`src/sv/hrl_pkg.sv`:
```
// ----------------------------------------------------------------------------
// hrl_pkg
// Shared types, angle constants and the CORDIC arctangent table for the
// heading rate limiter.
// ----------------------------------------------------------------------------
package hrl_pkg;

  // Q.12 and Q.16 angle constants
  localparam int PI_Q12     = 12868;
  localparam int TWO_PI_Q12 = 25736;
  localparam int PI_Q16     = 205887;
  localparam int TABLE_LEN  = 24;
  localparam int MS_PER_S   = 1000;

  // Register indexes of the configuration port
  localparam logic REG_MAX_TURN_RATE = 1'b0;
  localparam logic REG_MIN_DISTANCE  = 1'b1;

  // Commands from controller to datapath
  typedef struct packed {
    logic load;      // capture input transaction
    logic sqx;       // len2 = x*x
    logic sqy;       // len2 += y*y
    logic sqm;       // compare against min_distance^2
    logic mdiv_ld;   // form R*ms
    logic div_step;  // one divider step
    logic m_take;    // capture step limit, R*ms / 1000 by reciprocal
    logic cinit;     // CORDIC pre-rotation
    logic cstep;     // one CORDIC iteration
    logic tgt;       // form target heading
    logic dec;       // rate-limit decision
    logic rdiv_ld;   // start |d|*1000 / ms
    logic r_take;    // capture saturated quotient rate
    logic commit;    // filter, update state, load output
  } hrl_cmd_t;

  // Status from datapath to controller
  typedef struct packed {
    logic div_last;
    logic cord_last;
    logic need_div;
    logic out_free;
  } hrl_sts_t;

  // atan(2^-i) in Q.16
  function automatic logic [16:0] atan_q16(input logic [4:0] idx);
    logic [16:0] v;
    case (idx)
      5'd0:    v = 17'd51472;
      5'd1:    v = 17'd30385;
      5'd2:    v = 17'd16055;
      5'd3:    v = 17'd8150;
      5'd4:    v = 17'd4091;
      5'd5:    v = 17'd2047;
      5'd6:    v = 17'd1024;
      5'd7:    v = 17'd512;
      5'd8:    v = 17'd256;
      5'd9:    v = 17'd128;
      5'd10:   v = 17'd64;
      5'd11:   v = 17'd32;
      5'd12:   v = 17'd16;
      5'd13:   v = 17'd8;
      5'd14:   v = 17'd4;
      5'd15:   v = 17'd2;
      5'd16:   v = 17'd1;
      default: v = 17'd0;
    endcase
    return v;
  endfunction

endpackage

```
`src/sv/hrl_ctrl.sv`:
```
// ----------------------------------------------------------------------------
// hrl_ctrl
// Sequencer: steps the shared multiplier, the serial divider and the CORDIC
// of the datapath through one transaction.
// ----------------------------------------------------------------------------
module hrl_ctrl (
  input  logic              clk,
  input  logic              rst_n,
  input  logic              in_valid,
  output logic              in_stall,
  input  hrl_pkg::hrl_sts_t sts,
  output hrl_pkg::hrl_cmd_t cmd
);
  import hrl_pkg::*;

  typedef enum logic [12:0] {
    ST_IDLE   = 13'b0000000000001,
    ST_SQX    = 13'b0000000000010,
    ST_SQY    = 13'b0000000000100,
    ST_SQM    = 13'b0000000001000,
    ST_MDIV_S = 13'b0000000010000,
    ST_MDIV   = 13'b0000000100000,
    ST_CINIT  = 13'b0000001000000,
    ST_CORD   = 13'b0000010000000,
    ST_TGT    = 13'b0000100000000,
    ST_DEC    = 13'b0001000000000,
    ST_RDIV_S = 13'b0010000000000,
    ST_RDIV   = 13'b0100000000000,
    ST_FIN    = 13'b1000000000000
  } state_t;

  state_t state_r, state_nxt;
  logic   rq_r, rq_nxt;  // quotient pending capture after rate division

  assign in_stall = (state_r != ST_IDLE);

  // next state and commands
  always_comb begin
    state_nxt = state_r;
    rq_nxt    = rq_r;
    cmd       = '0;
    case (state_r)
      ST_IDLE: begin
        if (in_valid) begin
          cmd.load  = 1'b1;
          state_nxt = ST_SQX;
        end
      end
      ST_SQX: begin
        cmd.sqx   = 1'b1;
        state_nxt = ST_SQY;
      end
      ST_SQY: begin
        cmd.sqy   = 1'b1;
        state_nxt = ST_SQM;
      end
      ST_SQM: begin
        cmd.sqm   = 1'b1;
        state_nxt = ST_MDIV_S;
      end
      ST_MDIV_S: begin
        cmd.mdiv_ld = 1'b1;
        state_nxt   = ST_MDIV;
      end
      ST_MDIV: begin
        cmd.m_take = 1'b1;
        state_nxt  = ST_CINIT;
      end
      ST_CINIT: begin
        cmd.cinit  = 1'b1;
        state_nxt  = ST_CORD;
      end
      ST_CORD: begin
        cmd.cstep = 1'b1;
        if (sts.cord_last) state_nxt = ST_TGT;
      end
      ST_TGT: begin
        cmd.tgt   = 1'b1;
        state_nxt = ST_DEC;
      end
      ST_DEC: begin
        cmd.dec   = 1'b1;
        rq_nxt    = 1'b0;
        state_nxt = sts.need_div ? ST_RDIV_S : ST_FIN;
      end
      ST_RDIV_S: begin
        cmd.rdiv_ld = 1'b1;
        state_nxt   = ST_RDIV;
      end
      ST_RDIV: begin
        cmd.div_step = 1'b1;
        if (sts.div_last) begin
          rq_nxt    = 1'b1;
          state_nxt = ST_FIN;
        end
      end
      ST_FIN: begin
        // capture quotient first, then wait for a free output register
        if (rq_r) begin
          cmd.r_take = 1'b1;
          rq_nxt     = 1'b0;
        end else if (sts.out_free) begin
          cmd.commit = 1'b1;
          state_nxt  = ST_IDLE;
        end
      end
      default: state_nxt = ST_IDLE;
    endcase
  end

  always_ff @(posedge clk) begin
    if (!rst_n) begin
      state_r <= ST_IDLE;
      rq_r    <= 1'b0;
    end else begin
      state_r <= state_nxt;
      rq_r    <= rq_nxt;
    end
  end

endmodule

```
`src/sv/hrl_dp.sv`:
```
// ----------------------------------------------------------------------------
// hrl_dp
// Datapath: configuration registers, shared 17x17 multiplier, restoring
// divider, vectoring CORDIC, rate-limit decision, filter and output register.
// ----------------------------------------------------------------------------
module hrl_dp #(
  parameter int CORDIC_ITERS = 16
) (
  input  logic               clk,
  input  logic               rst_n,
  input  logic               cfg_we,
  input  logic               cfg_index,
  input  logic [15:0]        cfg_wdata,
  input  logic signed [15:0] in_dir_x,
  input  logic signed [15:0] in_dir_y,
  input  logic [15:0]        in_elapsed_ms,
  output logic               out_valid,
  input  logic               out_stall,
  output logic signed [14:0] out_heading,
  output logic signed [15:0] out_heading_rate,
  input  hrl_pkg::hrl_cmd_t  cmd,
  output hrl_pkg::hrl_sts_t  sts
);
  import hrl_pkg::*;

  localparam int ITERS = (CORDIC_ITERS > TABLE_LEN) ? TABLE_LEN : CORDIC_ITERS;
  localparam logic [4:0]  LAST_ITER = 5'(ITERS - 1);
  localparam logic signed [17:0] PI18  = 18'(PI_Q12);
  localparam logic signed [17:0] TPI18 = 18'(TWO_PI_Q12);
  // floor(n / 1000) = (n * M_RCP) >> 35, exact for n below 2^35 / 632
  localparam logic [25:0] M_RCP = 26'd34359739;
  // products at or above this give a step limit of 2*pi
  localparam logic [31:0] M_SAT = 32'(TWO_PI_Q12 * MS_PER_S);

  // configuration
  logic [14:0] max_rate_r;
  logic [15:0] min_dist_r;

  // captured transaction and state
  logic signed [15:0] x_r, y_r;
  logic [15:0]        ms_r;
  logic signed [15:0] prev_hdg_r, prev_rate_r;

  // length test
  logic [31:0] len2_r;
  logic        short_r;

  // divider
  logic [31:0] quo_r;
  logic [15:0] rem_r, dvs_r;
  logic [4:0]  dcnt_r;

  // CORDIC
  logic signed [26:0] cx_r, cy_r;
  logic signed [20:0] cz_r;
  logic [4:0]         ccnt_r;

  // decision
  logic [15:0]        m_r;
  logic signed [17:0] tgt_r, d_r, yaw_r;
  logic signed [16:0] rate_r;

  // output register
  logic               ov_r;
  logic signed [14:0] oh_r;
  logic signed [15:0] orate_r;

  // configuration writes
  always_ff @(posedge clk) begin
    if (!rst_n) begin
      max_rate_r <= 15'(PI_Q12);
      min_dist_r <= 16'd26;
    end else if (cfg_we) begin
      case (cfg_index)
        REG_MAX_TURN_RATE: max_rate_r <= cfg_wdata[14:0];
        REG_MIN_DISTANCE:  min_dist_r <= cfg_wdata;
        default:           ;
      endcase
    end
  end

  // shared multiplier operand select
  logic signed [16:0] mul_a, mul_b;
  logic signed [33:0] mul_p;
  logic [16:0]        d_abs;
  assign d_abs = d_r[17] ? 17'(-d_r) : 17'(d_r);
  always_comb begin
    mul_a = '0;
    mul_b = '0;
    if (cmd.sqx) begin
      mul_a = {x_r[15], x_r};
      mul_b = {x_r[15], x_r};
    end else if (cmd.sqy) begin
      mul_a = {y_r[15], y_r};
      mul_b = {y_r[15], y_r};
    end else if (cmd.sqm) begin
      mul_a = {1'b0, min_dist_r};
      mul_b = {1'b0, min_dist_r};
    end else if (cmd.mdiv_ld) begin
      mul_a = {2'b0, max_rate_r};
      mul_b = {1'b0, ms_r};
    end else if (cmd.rdiv_ld) begin
      mul_a = d_abs;
      mul_b = 17'(MS_PER_S);
    end
  end
  assign mul_p = mul_a * mul_b;

  // step limit quotient by reciprocal multiplication
  logic [50:0] m_prod;
  logic [15:0] m_q;
  assign m_prod = quo_r[24:0] * M_RCP;
  assign m_q    = m_prod[50:35];

  // divider step
  logic [16:0] rem_sh;
  logic        ge;
  assign rem_sh = {rem_r, quo_r[31]};
  assign ge     = (rem_sh >= {1'b0, dvs_r});

  // CORDIC step
  logic signed [26:0] xs, ys;
  logic signed [20:0] at;
  assign xs = cx_r >>> ccnt_r;
  assign ys = cy_r >>> ccnt_r;
  assign at = {4'b0, atan_q16(ccnt_r)};

  // CORDIC pre-rotation
  logic               xneg;
  logic signed [16:0] px, py;
  assign xneg = x_r[15];
  assign px   = xneg ? -{x_r[15], x_r} : {x_r[15], x_r};
  assign py   = xneg ? -{y_r[15], y_r} : {y_r[15], y_r};

  // round and clamp CORDIC angle
  logic signed [20:0] zr;
  logic signed [17:0] zc;
  assign zr = (cz_r + 21'sd8) >>> 4;
  always_comb begin
    if (zr > 21'(PI_Q12))        zc = PI18;
    else if (zr < -21'(PI_Q12))  zc = -PI18;
    else                         zc = zr[17:0];
  end

  // rate-limit decision
  logic signed [17:0] last, m18, dn, lm, lp, lm0, lp0, yaw_d;
  logic signed [16:0] rl, rate_d;
  logic               need_div;
  assign last = 18'(prev_hdg_r);
  assign m18  = {2'b0, m_r};
  assign rl   = {2'b0, max_rate_r};
  assign dn   = tgt_r - last;
  assign lm0  = last - m18;
  assign lp0  = last + m18;
  assign lm   = (lm0 < -PI18) ? lm0 + TPI18 : lm0;
  assign lp   = (lp0 > PI18) ? lp0 - TPI18 : lp0;
  always_comb begin
    need_div = 1'b0;
    rate_d   = '0;
    if (dn > PI18) begin
      yaw_d  = (dn - TPI18 < -m18) ? lm : tgt_r;
      rate_d = -rl;
    end else if (dn < -PI18) begin
      yaw_d  = (dn + TPI18 > m18) ? lp : tgt_r;
      rate_d = rl;
    end else if (dn < -m18) begin
      yaw_d  = lm;
      rate_d = -rl;
    end else if (dn > m18) begin
      yaw_d  = lp;
      rate_d = rl;
    end else begin
      yaw_d    = tgt_r;
      need_div = (ms_r != '0);
    end
  end

  // saturate quotient rate
  logic signed [16:0] rate_q;
  always_comb begin
    if (d_r[17]) rate_q = (quo_r > 32'd32768) ? -17'sd32768 : -17'(quo_r[16:0]);
    else         rate_q = (quo_r > 32'd32767) ? 17'sd32767 : 17'(quo_r[16:0]);
  end

  // filter
  logic signed [17:0] diff, hsum, yaw_f;
  logic signed [17:0] rsum, rate_f;
  assign diff   = (yaw_r > last) ? yaw_r - last : last - yaw_r;
  assign hsum   = last + yaw_r;
  assign yaw_f  = (diff <= m18) ? (hsum >>> 1) : yaw_r;
  assign rsum   = 18'(prev_rate_r) + 18'(rate_r);
  assign rate_f = rsum >>> 1;

  // work registers
  always_ff @(posedge clk) begin
    if (cmd.load) begin
      x_r  <= in_dir_x;
      y_r  <= in_dir_y;
      ms_r <= in_elapsed_ms;
    end
    if (cmd.sqx) len2_r <= mul_p[31:0];
    if (cmd.sqy) len2_r <= len2_r + mul_p[31:0];
    if (cmd.sqm) short_r <= !(len2_r > mul_p[31:0]);
    // step limit product, then rate divider
    if (cmd.mdiv_ld) begin
      quo_r <= mul_p[31:0];
    end else if (cmd.rdiv_ld) begin
      quo_r  <= mul_p[31:0];
      rem_r  <= '0;
      dcnt_r <= '0;
      dvs_r  <= ms_r;
    end else if (cmd.div_step) begin
      quo_r  <= {quo_r[30:0], ge};
      rem_r  <= ge ? 16'(rem_sh - {1'b0, dvs_r}) : rem_sh[15:0];
      dcnt_r <= dcnt_r + 5'd1;
    end
    if (cmd.m_take) m_r <= (quo_r >= M_SAT) ? 16'(TWO_PI_Q12) : m_q;
    // CORDIC
    if (cmd.cinit) begin
      cx_r   <= {{2{px[16]}}, px, 8'b0};
      cy_r   <= {{2{py[16]}}, py, 8'b0};
      cz_r   <= xneg ? (y_r[15] ? -21'(PI_Q16) : 21'(PI_Q16)) : '0;
      ccnt_r <= '0;
    end else if (cmd.cstep) begin
      if (!cy_r[26]) begin
        cx_r <= cx_r + ys;
        cy_r <= cy_r - xs;
        cz_r <= cz_r + at;
      end else begin
        cx_r <= cx_r - ys;
        cy_r <= cy_r + xs;
        cz_r <= cz_r - at;
      end
      ccnt_r <= ccnt_r + 5'd1;
    end
    if (cmd.tgt) tgt_r <= short_r ? last : zc;
    if (cmd.dec) begin
      d_r    <= dn;
      yaw_r  <= yaw_d;
      rate_r <= rate_d;
    end
    if (cmd.r_take) rate_r <= rate_q;
  end

  // state and output register
  always_ff @(posedge clk) begin
    if (!rst_n) begin
      prev_hdg_r  <= '0;
      prev_rate_r <= '0;
      ov_r        <= 1'b0;
    end else if (cmd.commit) begin
      prev_hdg_r  <= yaw_f[15:0];
      prev_rate_r <= rate_f[15:0];
      ov_r        <= 1'b1;
    end else if (!out_stall) begin
      ov_r <= 1'b0;
    end
  end

  always_ff @(posedge clk) begin
    if (cmd.commit) begin
      oh_r    <= yaw_f[14:0];
      orate_r <= rate_f[15:0];
    end
  end

  assign out_valid        = ov_r;
  assign out_heading      = oh_r;
  assign out_heading_rate = orate_r;

  assign sts.div_last  = (dcnt_r == 5'd31);
  assign sts.cord_last = (ccnt_r == LAST_ITER);
  assign sts.need_div  = need_div;
  assign sts.out_free  = !ov_r || !out_stall;

endmodule

```
`src/sv/heading_rate_limiter.sv`:
```
// ----------------------------------------------------------------------------
// heading_rate_limiter
// Target heading by CORDIC atan2, rate-limited step with wrap at +/-pi, rate
// from step and elapsed time or the limit, both averaged with previous values.
// ----------------------------------------------------------------------------
//  channel | ports                                  | handshake
//  --------+----------------------------------------+-------------------
//  input   | in_dir_x, in_dir_y, in_elapsed_ms      | in_valid/in_stall
//  result  | out_heading, out_heading_rate          | out_valid/out_stall
//  config  | cfg_index, cfg_wdata                   | cfg_we
//
//  The CORDIC runs CORDIC_ITERS iterations (capped at 24); when the rate comes
//  from the quotient, a 32-step serial division by the elapsed time forms it.
//  Reset (rst_n low, synchronous) clears heading and rate state, loads the
//  register defaults and empties the output register.
//  A result waits in the output register while out_stall is high; the next
//  transaction is accepted meanwhile and holds before its commit.
// ----------------------------------------------------------------------------
module heading_rate_limiter #(
  parameter int CORDIC_ITERS = 16
) (
  input  logic               clk,
  input  logic               rst_n,
  input  logic               cfg_we,
  input  logic               cfg_index,
  input  logic [15:0]        cfg_wdata,
  input  logic               in_valid,
  output logic               in_stall,
  input  logic signed [15:0] in_dir_x,
  input  logic signed [15:0] in_dir_y,
  input  logic [15:0]        in_elapsed_ms,
  output logic               out_valid,
  input  logic               out_stall,
  output logic signed [14:0] out_heading,
  output logic signed [15:0] out_heading_rate
);
  import hrl_pkg::*;

  hrl_cmd_t cmd;
  hrl_sts_t sts;

  hrl_ctrl u_ctrl (
    .clk      (clk),
    .rst_n    (rst_n),
    .in_valid (in_valid),
    .in_stall (in_stall),
    .sts      (sts),
    .cmd      (cmd)
  );

  hrl_dp #(
    .CORDIC_ITERS (CORDIC_ITERS)
  ) u_dp (
    .clk              (clk),
    .rst_n            (rst_n),
    .cfg_we           (cfg_we),
    .cfg_index        (cfg_index),
    .cfg_wdata        (cfg_wdata),
    .in_dir_x         (in_dir_x),
    .in_dir_y         (in_dir_y),
    .in_elapsed_ms    (in_elapsed_ms),
    .out_valid        (out_valid),
    .out_stall        (out_stall),
    .out_heading      (out_heading),
    .out_heading_rate (out_heading_rate),
    .cmd              (cmd),
    .sts              (sts)
  );

endmodule

```
`config.mk`:
```
export PLATFORM = sky130hd
export DESIGN_NAME = heading_rate_limiter
export DESIGN_NICKNAME = d
export VERILOG_FILES = /design/src/sv/hrl_pkg.sv /design/src/sv/hrl_ctrl.sv /design/src/sv/hrl_dp.sv /design/src/sv/heading_rate_limiter.sv
export SDC_FILE = /design/constraint.sdc
export NUM_CORES = 2
export LEC_CHECK = 0
export ABC_AREA = 1
export BUFFER_PORTS_ARGS = -buffer_cell sky130_fd_sc_hd__buf_2
export CAP_MARGIN = 20
export CORE_MARGIN = 5
export CORE_UTILIZATION = 30
export CTS_CLUSTER_SIZE = 16
export DETAILED_ROUTE_END_ITERATION = 7
export SYNTH_ARGS = -nofsm -noshare
export SYNTH_HDL_FRONTEND = slang
export SYNTH_SLANG_ARGS = --single-unit
```
`constraint.sdc`:
```
create_clock -name clk -period 17.5 [get_ports clk]
set_input_delay 1.75 -clock clk [delete_from_list [all_inputs] [get_ports clk]]
set_output_delay 1.75 -clock clk [all_outputs]
set_load 0.02 [all_outputs]
```
Word level (Yosys, flattened, before mapping)
Memories as Yosys holds them, arrays and structs flattened. A register that Yosys moved wholly into a read port is not among the register bits.
Index checks and enable logic that the tools add are counted.
- add/subtract/negate cells: 28
- multiply operators: 2
- order comparisons: 17
- equal/unequal tests: 22
- shifts and indexed selects: 2
- muxes and demuxes: 88
- bitwise operators: 2
- reduce and logical (&&, ||, !) cells: 18
- operators with widths (cell ; number):
    $mux W17 ; 20
    $mux W18 ; 12
    $pmux W13 S13 ; 1
    $mux W27 ; 6
    $mux W32 ; 5
    $mux W21 ; 5
    $mux W13 ; 6
    $neg A17 Y17 ; 4
    $add A27 B27 Y27 ; 2
    $sshr A27 B5 Y27 ; 2
    $sub A27 B27 Y27 ; 2
    $mul A25 B26 Y51 const B ; 1
    $mux W16 ; 3
    $add A18 B16 Y18 const B ; 2
    $gt A18 B15 Y1 const B ; 2
    $gt A18 B17 Y1 ; 2
    $lt A18 B15 Y1 const B ; 2
    $lt A18 B18 Y1 ; 2
    $sub A18 B16 Y18 ; 2
    $sub A18 B16 Y18 const B ; 2
    $add A16 B17 Y17 ; 2
    $add A32 B32 Y32 ; 1
    $ge A32 B25 Y1 const B ; 1
    $gt A32 B15 Y1 const B ; 1
    51 further kinds ; 91
- flip-flop bits (word level): 426
- memory bits (read-only): 512
- output and inout port bits: 33
- memories kept: 1
- memories (memory ; words ; width ; rd ports ; clocked after memory_dff ; wr ports ; RTL line ; text):
    (no name shown) ; 32 ; 16 ; 1 ; 1 ; 0 ; hrl_pkg.sv:48 ; case (idx)

Depth between registers and ports, before layout
- word-level depth: 10
- depth in mapped cells: 51

Cells and area by module
A second synthesis with hierarchy kept.
- cells, all modules: 8349
- area total of the unflattened synthesis: 62253.5 um2
- modules (own cells, without submodules) (module ; instances ; cells each ; area an instance (um2) ; sequential area each (um2)):
    hrl_dp ; 1 ; 8197 ; 61302.5 ; 11811.3
    hrl_ctrl ; 1 ; 152 ; 950.9 ; 280.3

Least setup slack after synthesis
OpenSTA, ideal clock, no wires.
- path kind: register -> register
- start: register u_ctrl.state_r[12]
- end: register u_dp.len2_r[29], data pin
- setup time: 0.271 ns
- data arrival time: 8.625 ns
- data required time: 17.229 ns
- slack: 8.604 ns
- stages on the path, launching flop included: 43
- buffers on the path: 2
- period minus slack after synthesis: 8.896 ns
- cell sequence: dfxtp_1 -> inv_2 -> nand3_4 -> nor2_2 -> nand2_2 -> clkinv_1 -> nor2_1 -> inv_1 -> a21oi_1 -> nor2_1 -> inv_1 -> buf_2 -> nor2_1 -> fa_1 -> inv_1 -> fa_1 -> fa_1 -> inv_1 -> [7 not listed] -> inv_1 -> nand3_1 -> nor3_1 -> a21oi_1 -> o21ai_0 -> xor2_1 -> ha_1 -> clkbuf_1 -> nand2_1 -> nor4_1 -> nand3_1 -> nand3_1 -> nand2_1 -> o211ai_1 -> nand2_1 -> o211ai_1 -> or2_2 -> a31oi_1
- cells in the longest elaborated chain, start to end: 10
- elaborated cells on any way between the ends: 24
- classes of those cells: add/sub: 1; mul: 1; eq/ne: 5; mux: 17
- ends and longest elaborated chain (element ; RTL line ; text):
    from (decl) ; hrl_ctrl.sv:32 ; state_t state_r, state_nxt;
    from (signal assigned) ; hrl_ctrl.sv:116 ; state_r <= state_nxt;
    $eq A13 B11 Y1 ; hrl_ctrl.sv:42 ; case (state_r)
    $mux W1 ; hrl_ctrl.sv:42 ;
    $mux W17 or $mux W10 (tied branches) ; hrl_dp.sv:102 ; end else if (cmd.rdiv_ld) begin
    $mux W17 ; hrl_dp.sv:99 ; end else if (cmd.mdiv_ld) begin
    $mux W17 ; hrl_dp.sv:96 ; end else if (cmd.sqm) begin
    $mux W17 ; hrl_dp.sv:93 ; end else if (cmd.sqy) begin
    $mux W17 ; hrl_dp.sv:90 ; if (cmd.sqx) begin
    $mul A17 B17 Y32 ; hrl_dp.sv:107 ; assign mul_p = mul_a * mul_b;
    $add A32 B32 Y32 or $mux W32 (tied branches) ; hrl_dp.sv:202, hrl_dp.sv:201 ;
    $mux W32 (*) ; hrl_dp.sv:202 ; if (cmd.sqy) len2_r <= len2_r + mul_p[31:0];
    to (signal assigned) ; hrl_dp.sv:201 ; if (cmd.sqx) len2_r <= mul_p[31:0];
    to (signal assigned) ; hrl_dp.sv:202 ;
    to (decl) ; hrl_dp.sv:45 ; logic [31:0] len2_r;
Mark *: on every way between the ends. The rest lies on a longest branch, timed or not. The select of a mux whose other input is x is not followed.
A chain may end at the register's enable or synchronous reset.

Final worst setup path
- start: register u_ctrl.state_r[0]
- end: register u_dp.len2_r[30], data pin
Same word-level chain as after synthesis.

==> flow_metrics.env <==
export IMPL_status="completed"
export IMPL_ir_drop_mv=0.0962
export IMPL_start_kind="flip-flop"
export IMPL_worstPathRequired_ps=17960
export IMPL_post_synth_top_count_cell="nand2_1"
export IMPL_vias_per_cell=5.13
export IMPL_yosys_register_bits=441
export IMPL_drc=0
export IMPL_hold_slack_ps=484
export IMPL_max_stage_delay_ps=630
export IMPL_async_flop_share_pct=0
export IMPL_worstMarginPinSlew_ps=1100
export IMPL_yosysTopAreaCell="fa_1"
export IMPL_layout_drive_gt1_share_pct=5.11
export IMPL_gr_usage_met3_pct=2.96
export IMPL_synth_top_area_share_pct=15.8
export IMPL_timing_final_ws_setup_ps=6100
export IMPL_track_usage_pct=21.0
export IMPL_vias=58600
export IMPL_syn_inst=8555
export IMPL_htree_levels=2
export IMPL_ys_top_cells_by_count="1,689 x nand2_1, 1,588 x inv_1, 724 x ha_1, 708 x nor2_1, 609 x a21oi_1"
export IMPL_antenna_found_initial=9
export IMPL_drt_first_pass_iters=6
export IMPL_arrival_ps=11850
export IMPL_fin_crit_ps=11400
export IMPL_hpwl_um=195000
export IMPL_hold_end="u_dp.prev_rate_r[0]"
export IMPL_crit_path_start="u_ctrl.state_r[0]"
export IMPL_synth_seq_area_share_pct=19.2
export IMPL_synth_area_mm2=0.0631
export IMPL_die_w_um=469
export IMPL_clk_latency_ps=760
export IMPL_postCtsSetupBuffers=0
export IMPL_p_per_area_mw_per_mm2=47.2
export IMPL_port_buffer_count=102
export IMPL_report_final_slew_viol_count=0
export IMPL_ys_flop_type="edfxtp_1"
export IMPL_die_area_mm2=0.220
export IMPL_tns_ps=0
export IMPL_numClockSinks=441
export IMPL_path_class="reg -> reg"
export IMPL_tritoncts="done"
export IMPL_ctsHoldBuffers=0
export IMPL_grt_pass1_vias=57200
export IMPL_synth_fp_nets=9847
export IMPL_cts_buffers=59
export IMPL_start_util_pct=30.1
export IMPL_synth_avg_cell_area_um2=7.38
export IMPL_crit_fanout=38
export IMPL_clk_pin_slew_ps=70
export IMPL_yosysWarningCount=0
export IMPL_wire_per_inst_um=20.8
export IMPL_syn_to_final_growth_pct=8.82
export IMPL_crit_top_cell="inv_1"
export IMPL_final_nets=9856
export IMPL_ioPinCount=103
export IMPL_wirelength_um=237000
export IMPL_end_kind="flip-flop"
export IMPL_slew_headroom_pct=26.9
export IMPL_grt_busiest_layer="met2"
export IMPL_p_total_mw=3.24
export IMPL_hold_viol=0
export IMPL_overflow=0
export IMPL_cts_repair_resized=0
export IMPL_drt_initial_drc_count=5303
export IMPL_grt_max_degree=53
export IMPL_core_area_mm2=0.210
export IMPL_netlist_cell_type_count=78
export IMPL_ant_nets=0
export IMPL_yosys_top_cells_area="fa_1 16%, edfxtp_1 16%, ha_1 14%"
export IMPL_cp_slowest_cell="fa_1"
export IMPL_fin_crit_sh_pct=65.1
export IMPL_die_height_um=469
export IMPL_grt_pass1_wl_um=353000
export IMPL_cts_buffer_depth=3
export IMPL_maxCapViolCount=0
export IMPL_synth_edf_count=326
export IMPL_grtUsageMet1_pct=26.9
export IMPL_hp_start="u_dp.prev_rate_r[0]"
export IMPL_setup_viol_count_final=0
export IMPL_fmax_ghz=0.0878
export IMPL_gp_congestion=1.02
export IMPL_leakagePower_nw=33.4
export IMPL_reg2reg_from="u_ctrl.state_r[0]"
export IMPL_ctsRootBufferMaster="clkbuf_16"
export IMPL_skew_ps=101
export IMPL_reg2reg_slack_ps=6100
export IMPL_place_ws_ps=6360
export IMPL_min_path_cells=2
export IMPL_grt_setup_unrepaired="false"
export IMPL_reg2reg_depth=46
export IMPL_r2r_end="u_dp.len2_r[30]"
export IMPL_grt_use_met2_pct=34.8
export IMPL_hold_path_class="reg -> reg"
export IMPL_num_rows=168
-- worst max-delay path by stage --
stage | to | slack [ps]
finish | u_dp.len2_r[30] | 6100
global route | u_dp.len2_r[30] | 5360
CTS | u_dp.len2_r[30] | 6300
detailed placement | u_dp.len2_r[28] | 6360
global placement | u_dp.len2_r[28] | 6460
floorplan | u_dp.len2_r[29] | 8600
-- metal layers --
metal / routed length, um / share of wire, % / vias to the layer above
li1: - / - / 27700
met1: 98600 / 42 / 28200
met2: 109000 / 46 / 2214
met3: 15700 / 6.6 / 487
met4: 13500 / 5.7 / 2
met5: 13 / 0.0055 / -
-- cells in the final DEF, fill, tap and decap left out, types with 38 or more instances in the layout --
| cell | netlist | layout |
|---|---|---|
| o21ai_0 | 556 | 556 |
| nor4_1 | 38 | 38 |
| buf_4 | 10 | 58 |
| nand2_1 | 1689 | 1689 |
| buf_2 | 51 | 102 |
| nor3_1 | 102 | 102 |
| nor2_1 | 708 | 707 |
| fa_1 | 498 | 498 |
| inv_1 | 1588 | 1587 |
| xnor2_1 | 70 | 70 |
| nand3_1 | 389 | 389 |
| xor2_1 | 213 | 213 |
| o211ai_1 | 81 | 81 |
| o21ai_1 | 73 | 73 |
| ha_1 | 724 | 724 |
| or2_2 | 57 | 57 |
| nand4_1 | 83 | 83 |
| clkbuf_16 | 0 | 63 |
| dfxtp_1 | 115 | 114 |
| edfxtp_1 | 326 | 326 |
| a21oi_1 | 609 | 609 |
-- cell families (layout without fill, tap and decap cells) --
group                    count (synthesis)  after routing  share of synthesized area, %
multiplexers                            26             26                         0.416
other                                    0              5                             0
buffers and inverters                 1841           1901                          11.3
XOR/XNOR                               285            285                          3.98
adder cells (fa/ha/maj)               1222           1222                          30.1
AO/OA/AOI/OAI                         1576           1576                          13.9
AND/OR/NAND/NOR                       3164           3164                          21.1
flip-flops                             441            441                          19.2
-- stage by stage --
step	utilization (%)	instance area, um^2	std cells
4_1_cts	32.8	68700	11400
5_1_grt	32.8	68700	11400
3_3_place_gp	31.8	66600	11300
6_report	32.8	68700	11400
3_5_place_dp	31.8	66600	11300
2_1_floorplan	-	63100	8555
-- layout make-up --
cell class                 instances  area [um^2]
antenna                            5         12.5
clock inverter                    41          453
clock buffer                      71         1640
fill                           22400       141000
inverter                        1628         6110
timing repair buffer             161          973
multi-input combinational       6273        43900
tap                             2805         3510
sequential                       441        12100
-- critical path: cells and delay by family (launching register included) --
| kind | cells | cell delay [ps] |
|---|---|---|
| buffers and inverters | 10 | 1880 |
| adders and majority gates | 8 | 3760 |
| AOI/OAI and AO/OA | 9 | 1750 |
| DFF | 1 | 330 |
| and+or+nand+nor | 18 | 3160 |
| xor gates and xnor gates | 1 | 150 |
-- flip-flops by register name, summed over array words and instances (netlist names), 17 cells and up --
register,count
u_dp.tgt_r,17
u_dp.yaw_r,18
u_dp.quo_r,32
u_dp.d_r,18
u_dp.cy_r,27
u_dp.cx_r,27
u_dp.rate_r,17
u_dp.cz_r,21
u_dp.len2_r,32
-- power by group --
group          switching [mW]  internal (mW)
logic                   0.513          0.211
registers              0.0561           1.16
clock network           0.564          0.738
total                    1.13           2.11
No activity file was read; power rests on OpenSTA's default activity.
